### config.mk
export PLATFORM = sky130hd
export DESIGN_NAME = two_pin_stepper_sequencer
export DESIGN_NICKNAME = d
export VERILOG_FILES = /design/src/design/tpss_pkg.sv /design/src/design/tpss_regs.sv /design/src/design/two_pin_stepper_sequencer.sv
export SDC_FILE = /design/constraint.sdc
export NUM_CORES = 1
export LEC_CHECK = 0
export BUFFER_PORTS_ARGS = -buffer_cell sky130_fd_sc_hd__buf_2
export CAP_MARGIN = 30
export CORE_ASPECT_RATIO = 1.2
export CORE_MARGIN = 4
export CORE_UTILIZATION = 40
export DETAILED_ROUTE_END_ITERATION = 7
export PLACE_DENSITY = 0.73
export SETUP_SLACK_MARGIN = 0.1
export SYNTH_ARGS = -nofsm -noshare
export SYNTH_HDL_FRONTEND = slang
export SYNTH_HIERARCHICAL = 1
export SYNTH_SLANG_ARGS = --single-unit
### constraint.sdc
create_clock -name clk -period 4.2 [get_ports clk]
set_input_delay 0.42 -clock clk [delete_from_list [all_inputs] [get_ports clk]]
set_output_delay 0.42 -clock clk [all_outputs]
set_load 0.02 [all_outputs]
### src/design/tpss_pkg.sv
// shared types, codes and phase tables for the two-pin stepper sequencer
package tpss_pkg;

    localparam int DRIVE_W  = 25;
    localparam int DEAD_W   = 16;
    localparam int SETTLE_W = 20;
    localparam int TIMER_W  = 25;
    localparam int STEPS_W  = 8;
    localparam int PHASE_W  = 3;
    localparam int ADDR_W   = 4;

    localparam logic [DRIVE_W-1:0]  DRIVE_RST  = 25'd5000;
    localparam logic [DEAD_W-1:0]   DEAD_RST   = 16'd1000;
    localparam logic [SETTLE_W-1:0] SETTLE_RST = 20'd200000;

    localparam logic [PHASE_W-1:0] LAST_PHASE = 3'd7;

    // register index, taken from paddr[3:2]
    localparam logic [1:0] REG_DRIVE  = 2'd0;
    localparam logic [1:0] REG_DEAD   = 2'd1;
    localparam logic [1:0] REG_SETTLE = 2'd2;

    // action codes on the input stream
    localparam logic [1:0] ACT_TICK    = 2'd0;
    localparam logic [1:0] ACT_START   = 2'd1;
    localparam logic [1:0] ACT_RELEASE = 2'd2;

    typedef enum logic [1:0] {
        PIN_FLOAT = 2'd0,
        PIN_HIGH  = 2'd1,
        PIN_LOW   = 2'd2
    } pin_t;

    typedef enum logic [1:0] {
        MODE_IDLE   = 2'd0,
        MODE_STEP   = 2'd1,
        MODE_SETTLE = 2'd2
    } mode_t;

    typedef struct packed {
        logic [DRIVE_W-1:0]  drive_ticks;
        logic [DEAD_W-1:0]   dead_ticks;
        logic [SETTLE_W-1:0] settle_ticks;
    } cfg_t;

    // level a phase puts on the pin it changes
    function automatic pin_t ph_level(input logic [PHASE_W-1:0] p);
        pin_t lvl;
        case (p)
            3'd0, 3'd2: lvl = PIN_HIGH;
            3'd4, 3'd6: lvl = PIN_LOW;
            default:    lvl = PIN_FLOAT;
        endcase
        return lvl;
    endfunction

    // even phases drive a pin, odd phases float one
    function automatic logic ph_drive(input logic [PHASE_W-1:0] p);
        return ~p[0];
    endfunction

    // 0: leading pin changes, 1: trailing pin changes
    function automatic logic ph_role(input logic [PHASE_W-1:0] p);
        return p[0] ^ p[1];
    endfunction

endpackage

### src/design/tpss_regs.sv
// configuration register file behind the apb-style port
module tpss_regs
    import tpss_pkg::*;
(
    input  logic                clk,
    input  logic                rst_n,
    input  logic                psel,
    input  logic                penable,
    input  logic                pwrite,
    input  logic [ADDR_W-1:0]   paddr,
    input  logic [31:0]         pwdata,
    output logic [31:0]         prdata,
    output logic                pready,
    output cfg_t                cfg
);

    cfg_t cfg_reg;
    cfg_t cfg_next;
    logic wr_en;

    assign pready = 1'b1;
    assign wr_en  = psel && penable && pwrite && pready;

    always_comb
    begin
        cfg_next = cfg_reg;
        if (wr_en)
        begin
            unique case (paddr[3:2])
                REG_DRIVE:  cfg_next.drive_ticks  = pwdata[DRIVE_W-1:0];
                REG_DEAD:   cfg_next.dead_ticks   = pwdata[DEAD_W-1:0];
                REG_SETTLE: cfg_next.settle_ticks = pwdata[SETTLE_W-1:0];
                default:    cfg_next = cfg_reg;
            endcase
        end
    end

    always_ff @(posedge clk or negedge rst_n)
    begin
        if (!rst_n)
        begin
            cfg_reg.drive_ticks  <= DRIVE_RST;
            cfg_reg.dead_ticks   <= DEAD_RST;
            cfg_reg.settle_ticks <= SETTLE_RST;
        end
        else
        begin
            cfg_reg <= cfg_next;
        end
    end

    always_comb
    begin
        unique case (paddr[3:2])
            REG_DRIVE:  prdata = {{(32-DRIVE_W){1'b0}}, cfg_reg.drive_ticks};
            REG_DEAD:   prdata = {{(32-DEAD_W){1'b0}}, cfg_reg.dead_ticks};
            REG_SETTLE: prdata = {{(32-SETTLE_W){1'b0}}, cfg_reg.settle_ticks};
            default:    prdata = 32'd0;
        endcase
    end

    assign cfg = cfg_reg;

endmodule

### src/design/two_pin_stepper_sequencer.sv
// two-pin stepper phase sequencer: stream front end, sequencer state and result register
// the result of a transaction is registered and is on m_tdata in the cycle after it is accepted
// throughput: one transaction per cycle; s_tready drops only while a result waits on m_tready
// the sequencer state and the result register are updated in the same cycle from the input
// reset: mode idle, both pins floating, timer and step count zero, registers at defaults
module two_pin_stepper_sequencer
    import tpss_pkg::*;
(
    input  logic              clk,
    input  logic              rst_n,
    input  logic              s_tvalid,
    output logic              s_tready,
    input  logic [15:0]       s_tdata,   // [0] direction, [8:1] step_count, [15:9] zero
    input  logic [1:0]        s_tuser,   // [1:0] action
    output logic              m_tvalid,
    input  logic              m_tready,
    output logic [7:0]        m_tdata,   // [1:0] pin_a, [3:2] pin_b, [4] busy_res, [5] rejected
    input  logic              psel,
    input  logic              penable,
    input  logic              pwrite,
    input  logic [ADDR_W-1:0] paddr,
    input  logic [31:0]       pwdata,
    output logic [31:0]       prdata,
    output logic              pready
);

    cfg_t cfg;

    tpss_regs u_regs (
        .clk     (clk),
        .rst_n   (rst_n),
        .psel    (psel),
        .penable (penable),
        .pwrite  (pwrite),
        .paddr   (paddr),
        .pwdata  (pwdata),
        .prdata  (prdata),
        .pready  (pready),
        .cfg     (cfg)
    );

    mode_t               mode_reg,  mode_next;
    logic [PHASE_W-1:0]  phase_reg, phase_next;
    logic [TIMER_W-1:0]  timer_reg, timer_next;
    logic [STEPS_W-1:0]  steps_reg, steps_next;
    logic                dir_reg,   dir_next;
    pin_t                pin_a_reg, pin_a_next;
    pin_t                pin_b_reg, pin_b_next;
    logic                m_tvalid_reg, m_tvalid_next;
    logic [7:0]          m_tdata_reg;

    logic                accept;
    logic [1:0]          action;
    logic                in_dir;
    logic [STEPS_W-1:0]  in_count;
    logic                busy;
    logic                rej;
    logic [TIMER_W-1:0]  timer_dec;
    logic [STEPS_W-1:0]  steps_dec;

    // phase apply and settle entry requests
    logic                ap_en;
    logic [PHASE_W-1:0]  ap_phase;
    logic                ap_dir;
    logic                st_en;
    logic                on_a;
    logic [DRIVE_W-1:0]  drive_len;
    logic [DEAD_W-1:0]   dead_len;

    assign s_tready = !m_tvalid_reg || m_tready;
    assign accept   = s_tvalid && s_tready;
    assign action   = s_tuser;
    assign in_dir   = s_tdata[0];
    assign in_count = s_tdata[8:1];
    assign busy     = (mode_reg != MODE_IDLE);
    assign timer_dec = (timer_reg == '0) ? '0 : timer_reg - 1'b1;
    assign steps_dec = steps_reg - 1'b1;

    // zero length counts as one tick
    assign drive_len = (cfg.drive_ticks == '0) ? DRIVE_W'(1) : cfg.drive_ticks;
    assign dead_len  = (cfg.dead_ticks == '0) ? DEAD_W'(1) : cfg.dead_ticks;

    always_comb
    begin
        mode_next  = mode_reg;
        phase_next = phase_reg;
        timer_next = timer_reg;
        steps_next = steps_reg;
        dir_next   = dir_reg;
        pin_a_next = pin_a_reg;
        pin_b_next = pin_b_reg;
        rej        = 1'b0;
        ap_en      = 1'b0;
        ap_phase   = '0;
        ap_dir     = dir_reg;
        st_en      = 1'b0;
        on_a       = 1'b0;

        if (accept)
        begin
            case (action)
                ACT_START:
                begin
                    if (busy)
                    begin
                        rej = 1'b1;
                    end
                    else
                    begin
                        dir_next   = in_dir;
                        steps_next = in_count;
                        phase_next = '0;
                        ap_dir     = in_dir;
                        if (in_count == '0)
                        begin
                            st_en = 1'b1;
                        end
                        else
                        begin
                            mode_next = MODE_STEP;
                            ap_en     = 1'b1;
                        end
                    end
                end
                ACT_RELEASE:
                begin
                    if (busy)
                    begin
                        rej = 1'b1;
                    end
                    else
                    begin
                        pin_a_next = PIN_FLOAT;
                        pin_b_next = PIN_FLOAT;
                    end
                end
                default:
                begin
                    // time tick, also the unused action code
                    unique case (mode_reg)
                        MODE_STEP:
                        begin
                            timer_next = timer_dec;
                            if (timer_dec == '0)
                            begin
                                phase_next = '0;
                                if (phase_reg == LAST_PHASE)
                                begin
                                    steps_next = steps_dec;
                                    if (steps_dec == '0)
                                        st_en = 1'b1;
                                    else
                                        ap_en = 1'b1;
                                end
                                else
                                begin
                                    phase_next = phase_reg + 1'b1;
                                    ap_phase   = phase_reg + 1'b1;
                                    ap_en      = 1'b1;
                                end
                            end
                        end
                        MODE_SETTLE:
                        begin
                            timer_next = timer_dec;
                            if (timer_dec == '0)
                                mode_next = MODE_IDLE;
                        end
                        default:
                        begin
                            mode_next = mode_reg;
                        end
                    endcase
                end
            endcase
        end

        if (ap_en)
        begin
            on_a = (ph_role(ap_phase) == 1'b0) == (ap_dir == 1'b0);
            if (on_a)
                pin_a_next = ph_level(ap_phase);
            else
                pin_b_next = ph_level(ap_phase);
            if (ph_drive(ap_phase))
                timer_next = drive_len;
            else
                timer_next = TIMER_W'(dead_len);
        end

        if (st_en)
        begin
            if (cfg.settle_ticks == '0)
            begin
                mode_next  = MODE_IDLE;
                timer_next = '0;
            end
            else
            begin
                mode_next  = MODE_SETTLE;
                timer_next = TIMER_W'(cfg.settle_ticks);
            end
        end

        if (accept)
            m_tvalid_next = 1'b1;
        else if (m_tready)
            m_tvalid_next = 1'b0;
        else
            m_tvalid_next = m_tvalid_reg;
    end

    always_ff @(posedge clk or negedge rst_n)
    begin
        if (!rst_n)
        begin
            mode_reg     <= MODE_IDLE;
            phase_reg    <= '0;
            timer_reg    <= '0;
            steps_reg    <= '0;
            dir_reg      <= 1'b0;
            pin_a_reg    <= PIN_FLOAT;
            pin_b_reg    <= PIN_FLOAT;
            m_tvalid_reg <= 1'b0;
        end
        else
        begin
            mode_reg     <= mode_next;
            phase_reg    <= phase_next;
            timer_reg    <= timer_next;
            steps_reg    <= steps_next;
            dir_reg      <= dir_next;
            pin_a_reg    <= pin_a_next;
            pin_b_reg    <= pin_b_next;
            m_tvalid_reg <= m_tvalid_next;
        end
    end

    // result payload, loaded with the state after this transaction
    always_ff @(posedge clk)
    begin
        if (accept)
        begin
            m_tdata_reg <= {2'b00, rej, (mode_next != MODE_IDLE), pin_b_next, pin_a_next};
        end
    end

    assign m_tvalid = m_tvalid_reg;
    assign m_tdata  = m_tdata_reg;

endmodule
Yosys cells after proc, flatten, opt, wreduce, memory -nomap -nowiden
Cells that the tools add are included.
{"block": "word_totals", "reg_bits": 111, "inputBits": 61, "out_inout_bits": 43, "wordCells": 131}
{"block": "op_classes", "addsub": 3, "n_eq_ne": 13, "mux": 66, "bitwise_logic": 4, "reduce_logical": 32}
{"op": "$mux 25", "n": 8}
{"op": "$logic_not 25->1", "n": 3}
{"op": "$pmux 25 s3", "n": 1}
{"op": "$mux 2", "n": 17}
{"op": "$mux 8", "n": 4}
{"op": "$sub 25x1->25 const B", "n": 1}
{"op": "$mux 3", "n": 8}
{"op": "$logic_not 20->1", "n": 1}
{"op": "$mux 1", "n": 20}
{"op": "$mux 20", "n": 1}
{"op": "$logic_not 16->1", "n": 1}
{"op": "$logic_not 8->1", "n": 2}
{"op": "$mux 16", "n": 1}
{"op": "$pmux 8 s2", "n": 1}
{"op": "$reduce_bool 2->1", "n": 6}
{"op": "$eq 3x3->1 const B", "n": 3}
{"op": "$pmux 2 s2", "n": 2}
{"op": "$reduce_or 2->1", "n": 4}
{"op": "$sub 8x1->8 const B", "n": 1}
{"op": "$eq 2x1->1 const B", "n": 3}
{"op": "$eq 2x2->1 const B", "n": 3}
{"op": "$pmux 3 s2", "n": 1}
{"op": "$reduce_and 2->1", "n": 3}
{"op": "$reduce_and 6->1", "n": 1}
{"op": "16 further kinds", "n": 22}

Logic depth before layout (Yosys ltp)
{"block": "depth", "depth_word": 12, "ltp_mapped": 16, "ltp_nobuf": 15}

By module
The synthesis kept the hierarchy.
{"module": "two_pin_stepper_sequencer", "n_inst": 1, "cells_per_inst": 540, "area_per_inst_um2": 4388.0, "seq_area_each_um2": 1281.2}
{"module": "tpss_regs", "n_inst": 1, "cells_per_inst": 212, "area_per_inst_um2": 2855.2, "seq_area_each_um2": 1547.7}

Worst setup path after synthesis
OpenSTA, ideal clock, no wires.
{"block": "synth_path", "kind": "register -> register", "start": "register timer_reg[0]", "end": "register m_tdata_reg[2], in the netlist m_tdata[2] (data pin)", "setup_time_ns": 0.259, "arrival_ns": 3.953, "required_ns": 3.941, "setup_slack_ns": -0.011, "path_stages_with_launch": 17, "path_buffers": 2, "period_less_slack_ns": 4.211, "cell_sequence": "dfrtp_1 > clkbuf_1 > inv_1 > ha_1 > or4b_1 > o31a_1 > or4_4 > a21oi_1 > a31oi_1 > nor3_1 > buf_4 > inv_1 > ha_1 > xor2_1 > nand2_1 > and3_1 > a31o_1"}
{"block": "synth_between", "elab_chain_cells": 12, "word_cells_on_any_way": 24, "cone_classes": "add/sub (1); eq/ne (4); mux (12); bitwise (2); reduce/logical (5)"}
{"item": "start: declaration", "line_no": "two_pin_stepper_sequencer.sv:44", "text": "logic [TIMER_W-1:0] timer_reg, timer_next;"}
{"item": "start signal: assignment", "line_no": "two_pin_stepper_sequencer.sv:230", "text": "timer_reg <= timer_next;"}
{"item": "$sub 25x1->25 or $logic_not 25->1 (tied branches)", "line_no": "two_pin_stepper_sequencer.sv:76", "text": "assign timer_dec = (timer_reg == '0) ? '0 : timer_reg - 1'b1;"}
{"item": "$mux 25 *", "line_no": "two_pin_stepper_sequencer.sv:76"}
{"item": "$logic_not 25->1 *", "line_no": "two_pin_stepper_sequencer.sv:144", "text": "if (timer_dec == '0)"}
{"item": "$mux 3", "line_no": "two_pin_stepper_sequencer.sv:144"}
{"item": "$mux 3", "line_no": "two_pin_stepper_sequencer.sv:140", "text": "unique case (mode_reg)"}
{"item": "$mux 3", "line_no": "two_pin_stepper_sequencer.sv:101", "text": "case (action)"}
{"item": "$mux 3", "line_no": "two_pin_stepper_sequencer.sv:99", "text": "if (accept)"}
{"item": "$eq 3x3->1, or another cell as far along", "line_no": "tpss_pkg.sv:49", "text": "case (p)"}
{"item": "$reduce_or 2->1 or $not 1->1 (tied branches)", "line_no": "tpss_pkg.sv:49, two_pin_stepper_sequencer.sv:180"}
{"item": "$pmux 2 s2 or $eq 1x1->1 (tied branches)", "line_no": "tpss_pkg.sv:49, two_pin_stepper_sequencer.sv:180"}
{"item": "$mux 2", "line_no": "two_pin_stepper_sequencer.sv:181", "text": "if (on_a)"}
{"item": "$mux 2 *", "line_no": "two_pin_stepper_sequencer.sv:178", "text": "if (ap_en)"}
{"item": "net pin_b_next[0]", "line_no": "two_pin_stepper_sequencer.sv:48", "text": "pin_t pin_b_reg, pin_b_next;"}
{"item": "end signal: assignment", "line_no": "two_pin_stepper_sequencer.sv:244", "text": "m_tdata_reg <= {2'b00, rej, (mode_next != MODE_IDLE), pin_b_next, pin_a_next};"}
{"item": "end: declaration", "line_no": "two_pin_stepper_sequencer.sv:50", "text": "logic [7:0] m_tdata_reg;"}
The timed path passes the listed nets; every way through them passes the cells marked *.
A chain may end at the register's enable or synchronous reset.

Final worst setup path
{"block": "layout_path", "start": "register timer_reg[1]", "end": "register m_tdata_reg[2], in the netlist m_tdata[2] (data pin)"}
The elaborated chain is that of the path after synthesis.

==> results <==
- The flow ran to the end, and the final reports show no timing, DRC or antenna violations.
- The area growth from synthesis to layout is 14.8%.
- STA puts the critical path data required time at 4320 ps.
- The data arrival time of the critical path is 4130 ps.
- The diode insertion count for antenna repair is 0.
- The global router's overall resource usage is about a fifth.
- The aggregate routed wire length is 20500 µm.
- The worst path needs around 4000 ps of the cycle, external delays included.
- The tree built by TritonCTS fans out to around 110 sinks.
- The number of instances in the synthesized netlist is 752.
- The worst setup path is captured at a register.
- The portion of netlist area occupied by mux cells is a little over an eighth.
- The pin count of the biggest net entering global routing is 48.
- The largest individual stage delay along the critical path comes from the cell sky130_fd_sc_hd__or4_4.
- Counting cells, the worst reg-to-reg path comes to 14.
- Once layout is complete, the utilization of the core stands at a little under half.
- The later pin in the worst-skew pair is clocked with a latency of 380 ps.
- The synthesized-area fraction occupied by xor and xnor cells is between 2 and 2.5%.
- Summed over all nets, the switching power comes to between 1.5 and 2 mW.
- The count of buffers added on input and output ports is slightly below 80.
- Summing the areas of all compound-gate instances in the mapped netlist gives 15.4% of the synthesized area.
- The cell accounting for the most synthesized area is sky130_fd_sc_hd__dfrtp_1.
- The first-pass iteration count of the detailed router is 5.
- The violation count after the first detailed-route iteration is roughly 480.
- The count of endpoints failing hold in the final timing report is 0.
- The number of buffers and inverters on the critical path is 1.
- The count of boundary I/O pins is 104.
- After detailed routing, the number of vias per cell comes to slightly below 6.
- In the final layout, the share of cells above drive strength 1 is a little under a third.
- Of all flip-flops after synthesis, the portion carrying an async set or reset was between 90% and 100%.
- Sorting the synthesized cells by area gives the leading types as sky130_fd_sc_hd__dfrtp_1 30%, sky130_fd_sc_hd__mux2_2 10%, sky130_fd_sc_hd__dfstp_2 6.2%.
- The maximum vdd ir drop is 0.000276 V.
- Yosys printed 6 warnings.
- In this run, the clock network consumes roughly a fifth of the power.
- The average detailed-routed wire length per instance is slightly below 20 µm.
- By area, the combinational part of the netlist is dominated by simple AND/OR/NAND/NOR gates.
- The setup total negative slack is 0 ps.
- The actual slew at the worst max-slew pin is about 900 ps.
- The floorplan die area is 20300 µm².
- In this run, CTS created clock tree buffers numbering 9.
- The stage delay of the slowest cell on the critical path is ~550 ps.
- Of the total synthesized cell area, the portion taken by full adders, half adders and majority gates is under 10%.
- Including well taps, the total number of placed cells is ~1000.
- In this run the static leakage power is about 3.6 nW.
- The share of total power dissipated in combinational logic is between 40% and 50%.
- The cell family contributing the most delay on the critical path is simple AND/OR/NAND/NOR gates.
- The setup skew after layout is 13.4 ps.
- The number of antenna violations at the first check in global routing is 0.
- Detailed routing inserted a total of between 6000 and 7000 vias.
- The global-route wire length before repair is roughly 33000 µm.
- In this run the worst path has a maximum fanout of 7.
- The max capacitance violation total is 0.
- Among all flip-flop cells after synthesis, the most frequent one is sky130_fd_sc_hd__dfrtp_1.
- The register bit count reported by yosys is around 110.
- The worst-case register-to-register setup slack is between 150 and 200 ps.
- The residual overflow from global routing is 0.
- The simple-gate portion of the synthesized area is between 20% and 30%.
- The maximum root-to-sink buffer count is 2.
- After floorplanning, the core was sized to cover between 15000 and 20000 µm².
- Sequential elements use roughly 39% of the synthesized area.
- In the routed design, unresolved DRC markers number 0.
- The type of origin of the critical path is a register.
- The cell internal power dissipation is ~2.8 mW.
- Net switching is about two fifths of the power.
- The die is roughly 160 µm tall.
- The register with the most flip-flops in the layout has between 60 and 70 of them.
- In this run the horizontal extent of the chip is roughly 130 µm.
- The count of flip-flops with a built-in enable after synthesis is 6.
- The headroom to the max-slew limit is between 30% and 40%.
- The global placement routability congestion is 0.927.
- The initial utilization of the core area, before any placement, comes to roughly two fifths.
- The clock tree from TritonCTS is done.
- The signal on the critical path passes through inv_1 > ha_4 > or4b_4 > o31a_1 > or4_4 > a21oi_4 > a31oi_4 > nor2_2 > nand4b_1 > ha_1 > xor2_2 > nand2_1 > and3_1 > a31o_1.
- The most frequent cell after synthesis is sky130_fd_sc_hd__dfrtp_1.
- The floorplan has 53 rows.
- The maximum level of the CTS H-tree is 3.
- The proportion of netlist area held by the largest area contributor is 30.4%.
- Final hold analysis gives a worst-case slack of roughly 30 ps.
- Clock-pin slew was measured on the worst setup and hold paths at roughly 80 ps.
- After synthesis, the most frequently instantiated cells are 88 x sky130_fd_sc_hd__dfrtp_1, 65 x sky130_fd_sc_hd__mux2_2, 64 x sky130_fd_sc_hd__nor2_1.
- The least setup slack across all paths after layout is 193 ps.
- The source of the worst register-to-register timing path is timer_reg[1]$_DFFE_PN0P_.
- The net count of the finished layout is roughly 900.
- Setup violations remaining at the end of the flow were counted as 0.
- The number of nets with antenna violations after routing is 0.
- The min-delay analysis places its worst path in the category input pin to asynchronous set/reset pin.
- The number of global-route vias before repair is between 6000 and 7000.
- Prior to clock tree synthesis, the placed netlist has a worst setup slack of between 60 and 70 ps.
- In this run the critical register-to-register path is captured at m_tdata[2]$_DFFE_PP_.
- Clock tree synthesis selected as its root buffer the cell sky130_fd_sc_hd__clkbuf_16.
- Setup repair after global routing left no endpoint under its margin.
- The finished layout holds around 1100 standard cells, fillers aside.
- The critical path is of the register to register type.
- The number of different library cells in the post-synthesis netlist is 81.
- The fraction of power consumed by sequential logic is roughly two fifths.
- The total power divided by cell area is 564 nW/µm².
- The post-synthesis instance area is around 7200 µm².
- The post-route clock period utilization is between 90 and 100%.
- The number of pins exceeding their max-slew limit in the final report came to 0.
- Derived from the worst setup path, the maximum achievable clock frequency is around 0.25 GHz.
- The quantity of hold-fixing buffers added after cts is 0.
- A synthesized cell averages 9.63 µm².
- After legalization and detailed placement, the total HPWL measured about 15000 µm.
[worst max-delay path by stage]
stage | from | end | slack (ps) | depth (start not counted)
floorplan | timer_reg[0]$_DFFE_PN0P_ | m_tdata[2]$_DFFE_PP_ | 140 | 16
global placement | timer_reg[1]$_DFFE_PN0P_ | m_tdata[2]$_DFFE_PP_ | 190 | 14
detailed placement | timer_reg[1]$_DFFE_PN0P_ | m_tdata[2]$_DFFE_PP_ | 60 | 14
CTS | timer_reg[1]$_DFFE_PN0P_ | m_tdata[2]$_DFFE_PP_ | 100 | 14
global route | timer_reg[3]$_DFFE_PN0P_ | m_tdata[2]$_DFFE_PP_ | 60 | 11
finish | timer_reg[1]$_DFFE_PN0P_ | m_tdata[2]$_DFFE_PP_ | 190 | 14
[through the flow]
stage	total power [mW]	cell area, µm²
after floorplan	3.11	7290
after global placement	3.66	7910
after detailed placement	3.72	7940
after CTS	4.62	8250
after global routing	4.99	8320
final	4.69	8320
[power groups by stage]
stage | clock network [mW] | registers, mW | logic, mW
CTS | 0.903 | 1.83 | 1.89
global placement | 0 | 1.83 | 1.83
global route | 0.945 | 1.89 | 2.16
detailed placement | 0 | 1.84 | 1.88
finish | 0.885 | 1.84 | 1.97
floorplan | 0 | 1.67 | 1.44
[logic make-up (layout without fill, tap and decap cells)]
family | count (synthesis) | count (layout)
compound gates | 157 | 157
xor+xnor | 17 | 17
fa+ha+maj | 12 | 12
buf+inv | 79 | 159
flops | 111 | 111
mux | 91 | 91
other cells | 3 | 10
simple gates | 282 | 282
[what timing repair did]
item	in CTS	in global routing
gates resized for setup	2	10
setup endpoints to repair	1	19
gates cloned	0	0
pin swaps	0	3
buffers inserted	0	2
[layout by cell type, fill, tap and decap left out, types with 9 or more instances in the layout]
cell	instances
sky130_fd_sc_hd__a21oi_1	28
sky130_fd_sc_hd__and2_1	11
sky130_fd_sc_hd__buf_2	76
sky130_fd_sc_hd__buf_4	40
sky130_fd_sc_hd__clkbuf_16	9
sky130_fd_sc_hd__conb_1	10
sky130_fd_sc_hd__dfrtp_1	87
sky130_fd_sc_hd__dfstp_2	17
sky130_fd_sc_hd__ha_1	11
sky130_fd_sc_hd__inv_1	25
sky130_fd_sc_hd__mux2_2	65
sky130_fd_sc_hd__mux2i_1	24
sky130_fd_sc_hd__nand2_1	59
sky130_fd_sc_hd__nand3_1	10
sky130_fd_sc_hd__nand4_1	10
sky130_fd_sc_hd__nor2_1	63
sky130_fd_sc_hd__nor3_1	18
sky130_fd_sc_hd__nor4_1	27
sky130_fd_sc_hd__o21ai_0	36
sky130_fd_sc_hd__o31ai_1	16
sky130_fd_sc_hd__or3_1	11
[cell type report]
type                            count  area (µm²)
Sequential cell                   111        2830
Clock inverter                      7        77.6
Multi-Input combinational cell    569        4100
Clock buffer                        9         225
Fill cell                        1709        9320
Timing Repair Buffer              117         708
Tap cell                          220         275
Inverter                           26        97.6
[routing by layer]
metal / GRT usage (%) / wire [µm]
met5: 0 / 0
met4: 8.97 / 777
met3: 3.47 / 1290
met2: 32.0 / 9660
met1: 27.4 / 8780
[worst reg2reg max path, stage by stage, from the launching register on]
cell and delay [ps]:
sky130_fd_sc_hd__dfrtp_2 450, sky130_fd_sc_hd__inv_1 110, sky130_fd_sc_hd__ha_4 160, sky130_fd_sc_hd__or4b_4 480
sky130_fd_sc_hd__o31a_1 250, sky130_fd_sc_hd__or4_4 550, sky130_fd_sc_hd__a21oi_4 210, sky130_fd_sc_hd__a31oi_4 130
sky130_fd_sc_hd__nor2_2 200, sky130_fd_sc_hd__nand4b_1 170, sky130_fd_sc_hd__ha_1 380, sky130_fd_sc_hd__xor2_2 180
sky130_fd_sc_hd__nand2_1 100, sky130_fd_sc_hd__and3_1 190, sky130_fd_sc_hd__a31o_1 200
Note: power is estimated with default switching activity, not from simulation.
